--- src/range_kth_smallest_query_top_macros.svh ---
// assertion macros for the range k-th smallest query block
`ifndef RANGE_KTH_SMALLEST_QUERY_TOP_MACROS_SVH
`define RANGE_KTH_SMALLEST_QUERY_TOP_MACROS_SVH

// implication checked on every rising clock edge outside reset
`define RKQ_ASSERT_IMP(label, ante, cons) \
    label: assert property (@(posedge clk) disable iff (!rst_n) (ante) |-> (cons)) \
        else $error("assertion failed");

// next-cycle implication checked outside reset
`define RKQ_ASSERT_NEXT(label, ante, cons) \
    label: assert property (@(posedge clk) disable iff (!rst_n) (ante) |=> (cons)) \
        else $error("assertion failed");

`endif

--- src/rkq_pkg.sv ---
// ----------------------------------------------------------------------------
// rkq_pkg
// shared types and constants of the range k-th smallest query block
// ----------------------------------------------------------------------------
`timescale 1ns / 1ps
`default_nettype none
package rkq_pkg;
    localparam int VALUE_W = 32;
    localparam int IDX_W   = 9;
    localparam logic CMD_LOAD  = 1'b0;
    localparam logic CMD_QUERY = 1'b1;

    // per-cycle control broadcast along the cell row
    typedef struct packed {
        logic              load;
        logic              clear;
        logic [VALUE_W-1:0] prefix;
        logic [VALUE_W-1:0] mask;
        logic [VALUE_W-1:0] bitsel;
    } cell_ctl_t;
endpackage
`default_nettype wire

--- src/rkq_cell.sv ---
// ----------------------------------------------------------------------------
// rkq_cell
// one array position: holds its key and in-range flag, raises its vote for
// the count tree over the row
// ----------------------------------------------------------------------------
`timescale 1ns / 1ps
`default_nettype none
module rkq_cell
(
    input  wire               clk,
    input  wire               rst_n,
    input  rkq_pkg::cell_ctl_t ctl,
    input  wire               sel,
    input  wire               in_range,
    input  wire [31:0]        load_key,
    output logic              hit
);
    import rkq_pkg::*;

    logic [31:0] key_reg;
    logic        act_reg;

    // element is in range, matches the current prefix and has the tested bit clear
    assign hit = act_reg && ((key_reg & ctl.mask) == ctl.prefix) && !(|(key_reg & ctl.bitsel));

    always_ff @(posedge clk)
    begin
        if (ctl.load && sel)
        begin
            key_reg <= load_key;
        end
    end

    always_ff @(posedge clk or negedge rst_n)
    begin
        if (!rst_n)
        begin
            act_reg <= 1'b0;
        end
        else if (ctl.clear)
        begin
            act_reg <= in_range;
        end
    end
endmodule
`default_nettype wire

--- config.mk ---
export PLATFORM = sky130hd
export DESIGN_NAME = rkq_cell
export DESIGN_NICKNAME = d
export VERILOG_FILES = /design/src/range_kth_smallest_query_top_macros.svh /design/src/rkq_pkg.sv /design/src/rkq_cell.sv
export SDC_FILE = /design/constraint.sdc
export NUM_CORES = 1
export LEC_CHECK = 0
export BUFFER_PORTS_ARGS = -buffer_cell sky130_fd_sc_hd__buf_2
export CORE_MARGIN = 2
export CORE_UTILIZATION = 42
export DETAILED_ROUTE_END_ITERATION = 7
export MAX_ROUTING_LAYER = met4
export PLACE_DENSITY = 0.87
export SYNTH_ARGS = -nofsm -noshare
export SYNTH_HDL_FRONTEND = slang
export SYNTH_SLANG_ARGS = --single-unit
--- constraint.sdc ---
create_clock -name clk -period 3.2 [get_ports clk]
set_clock_uncertainty 0.2 [all_clocks]
set_input_delay 0.48 -clock clk [delete_from_list [all_inputs] [get_ports clk]]
set_output_delay 0.48 -clock clk [all_outputs]
set_load 0.02 [all_outputs]
* Word level (Yosys, flattened, before mapping)
Index checks and enable logic that the tools add are counted.
** Storage, ports and cells
- Register bits :: 33
- Logic and storage cells :: 10
- Output and inout bits :: 1
** Cells by class
- Eq/ne operators :: 1
- Reductions and logical operators :: 5
- Bitwise operators :: 2
** Operator list (number)
- $and A32 B32 Y32 :: 2
- $eq A32 B32 Y1 :: 1
- $reduce_or A32 Y1 :: 1
- $logic_and A1 B1 Y1 :: 3
- $logic_not A1 Y1 :: 1

* Logic depth before layout (Yosys ltp)
Gate-level depths: netlist of run 1.
- Depth in word-level cells :: 4
- Gate-level depth with buffers :: 5
- Gate-level depth less buffers :: 5

* Worst setup path after synthesis of run 1
No wires, ideal clock.
- Path type :: input -> output
- Start :: input ctl[7] (netlist name)
- End :: output hit
- Required time :: 2.520 ns
- Stages :: 5
- Path slack :: 1.047 ns
- Data arrival time :: 1.473 ns
- Cells stage by stage :: a22o_1 > a221oi_2 > nand4_1 > nor4_1 > and3_1
** Between the ends
- Word-level cells in the longest chain between the ends :: 4
** RTL lines
- from (decl) :: RTL line rkq_cell.sv:12 : input rkq_pkg::cell_ctl_t ctl,
- $and A32 B32 Y32 :: RTL line rkq_cell.sv:24 : assign hit = act_reg && ((key_reg & ctl.mask) == ctl.prefix) && !(|(key_reg & ctl.bitsel));
- $reduce_or A32 Y1 :: RTL line rkq_cell.sv:24
- $logic_not A1 Y1 :: RTL line rkq_cell.sv:24
- $logic_and A1 B1 Y1 :: RTL line rkq_cell.sv:24
- to (decl) :: RTL line rkq_cell.sv:16 : output logic hit
No other way between the ends.

* Worst setup path in the final report of run 1
- Start :: register key_reg[31]
- End :: output hit
** Between the ends
- Word-level cells in the longest chain between the ends :: 4
- Elaborated cells between the ends (all ways) :: 7
** RTL lines
- from (decl) :: RTL line rkq_cell.sv:20 : logic [31:0] key_reg;
- from (signal assigned) :: RTL line rkq_cell.sv:30 : key_reg <= load_key;
- $and A32 B32 Y32 :: RTL line rkq_cell.sv:24
- $eq A32 B32 Y1 / $reduce_or A32 Y1 (equally long branches) :: RTL line rkq_cell.sv:24
- $logic_and A1 B1 Y1 / $logic_not A1 Y1 (equally long branches) :: RTL line rkq_cell.sv:24
- $logic_and A1 B1 Y1 (*) :: RTL line rkq_cell.sv:24
Mark *: on every way between the ends. The rest lies on a longest branch, timed or not.

==> impl_results.md, run 1 <==
- Ranking of synthesized cells by area: edfxtp_1, xor2_1, nand2_1
- Most common cell in the synthesized netlist: nand2_1
- Antenna-violating nets left: 0
- Multi-input gate area: 668.1 um^2
- FFs w/ async S/R, synth: 0.03030
- Worst vdd rail ir drop: 0.3833 mV
- Num Clock Sinks: 33
- Fin Setup TNS: 0 ns
- Final wirelength: 4910 um
- Final Hold Viols: 0
- Final Wtd Congestion: 0.9922
- Share of cells above drive strength 1: 0.5365
- Seq/Total Area, Yosys: 0.5961
- Synth Area per Inst: 12.63 um^2
- Crit start category: register
- Yosys top cell area share: 0.5809
- Status: finished, final reports clean
- Core area: 3716 um^2
- Final net count: 408
- Synth cell count leaders: nand2_1, edfxtp_1, xor2_1
- Critical Path AT: 1.98 ns
- Post-synth cell types: 14
- Initial antenna violation count: 0
- GRT Total Usage: 0.2338
- Tot Pwr: 1.065 mW
- Lkg Pwr: 1.158 nW
- Number of cell rows: 22
- HP Class: in -> reg
- Reg area: 985.9 um^2
- F_max: 375.9 MHz
- First-pass GRT wire length: 7100 um
- # DRC: 0
- Routed len/inst: 15.25 um
- Post-layout min period: 2.660 ns
- Diode count: 0
- Grt ovf: 0
- CTS root buf: clkbuf_8
- Drt initial violations: 88
- DR vias: 1606
- Final setup vio count: 0
- Die height: 66.76 um
- Effective utilization at floorplan: 0.4451
- DP HPWL: 4166 um
- P&R area growth vs syn: 51.51%
- Port Buffers: 134
- Vias in the first global route: 1654
- DRT Pass-1 Iters: 4
- Post-synth top area cell: edfxtp_1
- Unrepaired setup endpoints after global routing: false
- Slowest CP cell: edfxtp_1
- Vias per cell: 4.988
- Critical path class: reg -> out
- FILL cells: 299
- I/O pins: 135
- Crit Path Max Fanout: 2
- Worst-path clk slew: 0.07 ns
- CP peak stage delay: 0.42 ns
- Synthesized flop and latch total: 33
- Slew HR: 0.7478
- Clk_lat worst skew: 0.27 ns
- EDFF count, synth: 32
- Max FFs per register: 32
- Slew @ Worst Pin: 0.3783 ns
- CTS Buf Count: 5
- Cells after Synth: 131
- Top FF cell, synth: edfxtp_1
- Die area: 4456 um^2
- CTS tree: built
- Critical Path Sink Type: primary output
- Largest delay share family, worst path: simple AND/OR/NAND/NOR gates
- Pin count of the biggest net entering global routing: 25
- Maxcap violations: 0
- Final Slew Violations: 0
- Buf/Inv on CP: 1
- Horiz. Die Dim: 66.76 um
- Final period utilization: 0.8312
- Worst Path Required: 2.52 ns
- Synth warnings: 0
- Synthesized cell area: 1654 um^2
- Clk buf depth: 2
- H-tree Lvls: 2
- Syn_nets: 265
- CP Cell Sequence: a22o_1 -> a221oi_2 -> nand3_1 -> nor4_1 -> and3_1 -> buf_2
- Pwr dens: 424.9 nW/um^2
path summary, 6_finish.rpt:
path                                  start  cells after the start  slack (ns)    endpoint
worst max register to register      act_reg                      1        2.25     act_reg
worst max-delay path            key_reg[31]                      6        0.54         hit
worst min-delay path            load_key[0]                      1        0.17  key_reg[0]
min in group asynchronous             rst_n                      2        0.34     act_reg
max in group asynchronous             rst_n                      2        2.38     act_reg
worst min register to register      act_reg                      1        0.33     act_reg
through the flow:
step                  util  area [um^2]  hold slack, ns  instances  worst slack (ns)
detailed placement  0.6438         2392         0.05835        314            0.6892
global placement    0.6438         2392         0.05592        314            0.7606
CTS                 0.6744         2506          0.1669        322            0.5665
global route        0.6744         2506          0.1598        322            0.4566
floorplan                -         1654        -0.01559        131             1.047
finish              0.6744         2506          0.1699        322            0.5400
layout by cell type, fill, tap and decap left out, types with 4 or more instances in the layout:
master	n
a221oi_2	4
a22o_1	4
a22oi_1	6
buf_2	134
clkbuf_8	5
edfxtp_1	32
nand2_1	33
nand4_1	9
xor2_1	32
metal layers:
| layer | part of all wire | vias up | track usage |
|---|---|---|---|
| li1 | - | 775 | - |
| met1 | 0.36 | 728 | 0.2558 |
| met2 | 0.53 | 95 | 0.4138 |
| met3 | 0.087 | 8 | 0.04899 |
| met4 | 0.022 | 0 | 0.09439 |
| met5 | 0 | - | - |
where the power goes:
group	switching [mW]	internal (mW)	leakage (nW)
logic	0.0716	0.0957	0.792
registers	0.0180	0.508	0.312
clock network	0.145	0.226	0.0540
cell type report:
cell class	count	area share
flip-flops and latches	33	0.3934
repair buffers	136	0.2746
clock inverters	2	0.01398
well taps	48	0.02396
clock buffers	5	0.02746
multi-input cells	98	0.2666
what timing repair did:
item	CTS	global route
hold endpoints to repair	1	0
resized for setup	0	0
setup buffers	0	0
hold buffers	1	0
cell families after synthesis:
| family | count (synthesis) | share of synthesized area |
|---|---|---|
| AOI/OAI and AO/OA | 15 | 0.09077 |
| muxes | 1 | 0.006807 |
| DFF | 33 | 0.5961 |
| and+or+nand+nor | 50 | 0.1369 |
| xor gates and xnor gates | 32 | 0.1694 |
No activity file was read; power rests on OpenSTA's default activity.
==> inputs of run 2 (changes only) <==
- CORE_UTILIZATION: 42 -> 35
- PLACE_DENSITY: 0.87 -> 0.77
- clock period: 3.2 -> 2.3 ns (I/O delays scaled with it)
==> run 2 against run 1 <==
  * The run now ends with negative setup slack left
  * Core utilization down 13 points
  * Total power up 29%
  * Flip-flop and latch count is the same
  * Cell count grew 3.1%
  * Global-route usage fell by 5.3 points
  * Critical path depth unchanged
  * Design area increased by 1.4%
  * Combinational power grew 43%
  * Register-to-register slack worse by 0.89 ns
  * Sequential share of layout area down 0.56 points
  * Sequential power is 39% higher
  * Non-clock buffer count up 3
  * Critical path type unchanged
  * Largest power group unchanged
==> impl_results.md, run 2 (synthesis gave the netlist of run 1 again) <==
- H-tree Lvls: 2 (unchanged)
- Antenna-violating nets left: 0 (unchanged)
- Crit Reg-Reg Endpoint: act_reg
- CP Cell Sequence: a22o_1 -> a221oi_2 -> nand3_1 -> nor4_2 -> and3_1 -> buf_6
- Final wirelength: 4697 um (-4.3%)
- Horiz. Die Dim: 72.75 um (+9.0%)
- Pwr dens: 540.5 nW/um^2 (+27%)
- Routed len/inst: 14.15 um (-7.2%)
- Fin Setup TNS: -0.1006 ns (-0.1006 ns)
- Commonest non-fill, non-tap cells in the layout: buf_2, nand2_1, xor2_1, edfxtp_1, nand4_1
- Grt ovf: 0 (unchanged)
- Area after DPL: 2407 um^2 (+0.63%)
- Num Clock Sinks: 33 (unchanged)
- Clk_lat worst skew: 0.27 ns (about the same)
- Largest delay share family, worst path: simple AND/OR/NAND/NOR gates
- Share of cells above drive strength 1: 0.5540 (+0.01746)
- Diode count: 0 (unchanged)
- Maxcap violations: 0 (unchanged)
- CTS Buf Count: 5 (unchanged)
- Hold path start: load_key[12]
- # DRC: 0 (unchanged)
- Setup slack, reg-to-reg: 1.36 ns (-0.89 ns)
- DR vias: 1535 (-4.4%)
- Buf/Inv on CP: 1 (unchanged)
- Final net count: 411 (+0.74%)
- Critical path class: reg -> out
- Final Slew Violations: 0 (unchanged)
- Slew HR: 0.8093 (+0.06154)
- F_max: 416.6 MHz
- Min-Delay Path Depth: 1 (unchanged)
- Final setup vio count: 1 (+1)
- Port Buffers: 134 (unchanged)
- Crit start category: register
- DP Cell Count: 321 (+2.2%)
- Number of cell rows: 25 (+14%)
- CP peak stage delay: 0.41 ns (about the same)
- GRT Total Usage: 0.1811 (-0.05266)
- DP HPWL: 4032 um (-3.2%)
- Hold Slack: 0.04281 ns (-0.1271 ns)
- Pin count of the biggest net entering global routing: 18 (-28%)
- Max FFs per register: 32 (unchanged)
- Unrepaired setup endpoints after global routing: true
- Fin worst setup slack: -0.1006 ns (-0.6407 ns)
- Post-Layout Inst Area: 2542 um^2 (+1.4%)
- Clk buf depth: 2 (unchanged)
- Slew @ Worst Pin: 0.2860 ns (-0.09230 ns)
- Violated checks: negative setup slack
- CTS tree: built
- WHS Endpoint: key_reg[12]
- HP Class: in -> reg
- Worst Path Required: 1.75 ns (-0.77 ns)
- P&R area growth vs syn: 53.71%
- Vias in the first global route: 1531 (-7.4%)
- Critical Path AT: 1.86 ns (-0.12 ns)
- Reg2reg start: act_reg
- Final period utilization: 1.044
- I/O pins: 135 (unchanged)
- Critical Path Sink Type: primary output
- CTS root buf: clkbuf_8
- Die area: 5292 um^2 (+19%)
- Reg2Reg Depth: 1 (unchanged)
- DRT Pass-1 Iters: 4 (unchanged)
- Crit Path Max Fanout: 2 (unchanged)
- Initial antenna violation count: 0 (unchanged)
- Vias per cell: 4.623 (-7.3%)
- Final Hold Viols: 0 (unchanged)
- Status: complete, but fails checks
- Util after Layout: 0.5492 (-0.1252)
- Post-layout min period: 2.401 ns
- Slowest CP cell: edfxtp_1
- Finished Layout Cells: 332 (+3.1%)
- Final Wtd Congestion: 0.7830 (-21%)
- Lkg Pwr: 1.165 nW (+0.55%)
- Worst-path clk slew: 0.07 ns (about the same)
- Most common cell after layout, fill and taps aside: buf_2
- Die height: 72.75 um (+9.0%)
- Effective utilization at floorplan: 0.3573 (-0.08782)
- FILL cells: 445 (+49%)
- Worst vdd rail ir drop: 0.4479 mV (+17%)
- Drt initial violations: 44 (-50%)
- First-pass GRT wire length: 6858 um (-3.4%)
- Core area: 4629 um^2 (+25%)
==> run 2: worst max path at each step <==
| stage | from | end | cells past startpoint |
|---|---|---|---|
| floorplan | key_reg[7] | hit | 5 |
| global route | key_reg[7] | hit | 8 |
| global placement | ctl[3] | hit | 7 |
| CTS | key_reg[7] | hit | 6 |
| detailed placement | ctl[3] | hit | 7 |
| finish | key_reg[3] | hit | 6 |
==> run 2: area by class of cell <==
type | count | area, um^2 | area share
well taps | 54 | 67.56 | 0.02657
multi-input cells | 98 | 689.4 | 0.2712
flip-flops and latches | 33 | 985.9 | 0.3878
clock inverters | 2 | 10.01 | 0.003937
clock buffers | 6 | 72.57 | 0.02854
repair buffers | 139 | 716.9 | 0.2820
==> run 2: stage by stage <==
step / setup slack [ns] / total power, mW
3_3_place_gp: 0.04274 / 0.9706
2_1_floorplan: 0.4013 / 0.8282
4_1_cts: -0.1717 / 1.389
6_report: -0.1006 / 1.374
5_1_grt: -0.2203 / 1.448
3_5_place_dp: 0.03196 / 0.9754
==> run 2: per-layer routing <==
layer / global-route usage / part of all wire / up-vias
met2: 0.3152 / 0.52 / 69
met1: 0.2117 / 0.40 / 681
met5: - / 0 / -
met4: 0.04321 / 0.0064 / 0
met3: 0.04282 / 0.067 / 2
li1: - / - / 783
==> run 2: power by group <==
part / internal [mW] / total (mW) / switching [mW] / leakage, nW
Clock: 0.209 / 0.406 / 0.197 / 0.0450
Sequential: 0.707 / 0.730 / 0.0232 / 0.312
Combinational: 0.137 / 0.238 / 0.101 / 0.808
Total: 1.05 / 1.37 / 0.321 / 1.16
==> run 2: what timing repair did <==
action                                  4_1_cts  5_1_grt
setup buffers                                 1        1
pin swaps                                     2        7
endpoints found under the setup margin        1        1
hold buffers                                  1        0
resized for setup                             1        5
endpoints found under the hold margin         1        0
==> inputs of run 3 (changes only) <==
- RECOVER_POWER: not set -> 50
==> run 3 against run 2 <==
  * The flow still finishes with violations (negative setup slack)
  * Die area did not move
  * Setup slack did not move
  * Critical path depth did not move
  * Critical path type unchanged
  * Via count did not move
  * Maximum frequency did not move
  * Critical endpoint unchanged
  * Clock-buffer cell count did not move
  * Design area barely moved
==> impl_results.md, run 3 (synthesis gave the netlist of run 1 again) <==
- Status: complete, but fails checks
- Violated checks: negative setup slack
- Final wirelength: 4697 um (unchanged)
- Drt initial violations: 44 (unchanged)
- Final Wtd Congestion: 0.7830 (unchanged)
- HP Class: in -> reg
- Pin count of the biggest net entering global routing: 18 (unchanged)
- Psw: 0.3207 mW (about the same)
- Max FFs per register: 32 (unchanged)
- DR vias: 1535 (unchanged)
- Pwr dens: 540.7 nW/um^2 (about the same)
- Clk_lat worst skew: 0.27 ns (about the same)
- Fin Setup TNS: -0.1006 ns (unchanged)
- Slowest CP cell: edfxtp_1
- P&R area growth vs syn: 53.63% (about the same)
- Top sig layer: met4
- Worst vdd rail ir drop: 0.4479 mV (about the same)
- CTS Buf Count: 5 (unchanged)
- Initial antenna violation count: 0 (unchanged)
- Horiz. Die Dim: 72.75 um (unchanged)
- Clk buf depth: 2 (unchanged)
- Maxcap violations: 0 (unchanged)
- Critical Path AT: 1.86 ns (about the same)
- Lkg Pwr: 1.162 nW (-0.24%)
- Die height: 72.75 um (unchanged)
- CTS root buf: clkbuf_8
- Worst-path clk slew: 0.07 ns (about the same)
- Hold Slack: 0.04281 ns (unchanged)
- F_max: 416.6 MHz (unchanged)
- CP peak stage delay: 0.41 ns (about the same)
- Finished Layout Cells: 332 (unchanged)
- Crit start category: register
- Grt ovf: 0 (unchanged)
- DP Worst Slack: 0.03196 ns (unchanged)
- DP Cell Count: 321 (unchanged)
- Antenna-violating nets left: 0 (unchanged)
- Final setup vio count: 1 (unchanged)
- Routed length on met1: 1885 um (unchanged)
- First-pass GRT wire length: 6858 um (unchanged)
- Commonest non-fill, non-tap cells in the layout: buf_2, nand2_1, xor2_1, edfxtp_1, nand4_1
- Reg2reg start: act_reg
- Gate power share: 0.173 (about the same)
- Vias in the first global route: 1531 (unchanged)
- Reg power frac: 0.531 (about the same)
- Critical Path Sink Type: primary output
- Final Hold Viols: 0 (unchanged)
- Switching fraction of total power: 0.2334 (about the same)
- Fin worst setup slack: -0.1006 ns (unchanged)
- Final net count: 411 (unchanged)
- Number of cell rows: 25 (unchanged)
- Clock network power share: 0.296 (about the same)
- Vias per cell: 4.623 (unchanged)
- Num Clock Sinks: 33 (unchanged)
- Die area: 5292 um^2 (unchanged)
- Port Buffers: 134 (unchanged)
- DRT Pass-1 Iters: 4 (unchanged)
- Routed len/inst: 14.15 um (unchanged)
- Buf/Inv on CP: 1 (unchanged)
- Worst Path Required: 1.75 ns (about the same)
- Unrepaired setup endpoints after global routing: true
- WL met3: 314 um (unchanged)
- DR WL met2: 2465 um (unchanged)
- Slew @ Worst Pin: 0.2860 ns (unchanged)
- Share of cells above drive strength 1: 0.5504 (-0.003597)
- Critical path class: reg -> out
- Largest delay share family, worst path: simple AND/OR/NAND/NOR gates
- Effective utilization at floorplan: 0.3573 (unchanged)
- Most common cell after layout, fill and taps aside: buf_2
- Slew HR: 0.8093 (unchanged)
- Diode count: 0 (unchanged)
- Crit Path Max Fanout: 2 (unchanged)
- Worst Setup SP: key_reg[3]
- Pint: 1.053 mW (about the same)
- # DRC: 0 (unchanged)
- Post-layout min period: 2.401 ns (unchanged)
- Core area: 4629 um^2 (unchanged)
- GRT Total Usage: 0.1811 (unchanged)
- H-tree Lvls: 2 (unchanged)
- DP HPWL: 4032 um (unchanged)
- CTS tree: built
- Util after Layout: 0.5489 (about the same)
- I/O pins: 135 (unchanged)
- Final Slew Violations: 0 (unchanged)
- Final period utilization: 1.044 (unchanged)
- Hold path start: load_key[12]
- CP Cell Sequence: a22o_1 -> a221oi_2 -> nand3_1 -> nor4_2 -> and3_1 -> buf_6
## run 3: final cells by class
class                           instances  area (um^2)
Timing Repair Buffer                  139        715.7
Fill cell                             445         2088
Clock inverter                          2        10.01
Sequential cell                        33        985.9
Clock buffer                            6        72.57
Multi-Input combinational cell         98        689.4
Tap cell                               54        67.56
## run 3: final timing paths
path,end,slack (ns),depth (start not counted)
worst min register to register,act_reg,0.31,1
worst min-delay path,key_reg[12],0.04,1
worst max register to register,act_reg,1.36,1
worst max-delay path,hit,-0.10,6
min in group asynchronous,act_reg,0.17,2
max in group asynchronous,act_reg,1.62,2
## run 3: power by group through the flow
stage                     clock [mW]  sequential (mW)  combinational (mW)
after CTS                      0.423            0.730               0.236
after global placement             0            0.742               0.229
after floorplan                    0            0.736              0.0927
final                          0.406            0.730               0.238
after detailed placement           0            0.743               0.232
after global routing           0.448            0.735               0.264
## run 3: repair_timing
item | CTS | global route
pin swaps | 2 | 7
resized for setup | 1 | 5
endpoints found under the hold margin | 1 | 0
endpoints found under the setup margin | 1 | 1
buffers inserted | 1 | 1
hold buffers | 1 | 0
## run 3: through the flow
| stage | power (mW) | instance area [um^2] |
|---|---|---|
| 4_1_cts | 1.389 | 2510 |
| 3_5_place_dp | 0.9754 | 2407 |
| 5_1_grt | 1.448 | 2541 |
| 3_3_place_gp | 0.9706 | 2407 |
| 2_1_floorplan | 0.8282 | 1654 |
| 6_report | 1.374 | 2541 |
## run 3: per-layer routing
| layer | global-route usage | up-vias |
|---|---|---|
| met4 | 0.04321 | 0 |
| met5 | - | - |
| met3 | 0.04282 | 2 |
| li1 | - | 783 |
| met1 | 0.2117 | 681 |
| met2 | 0.3152 | 69 |
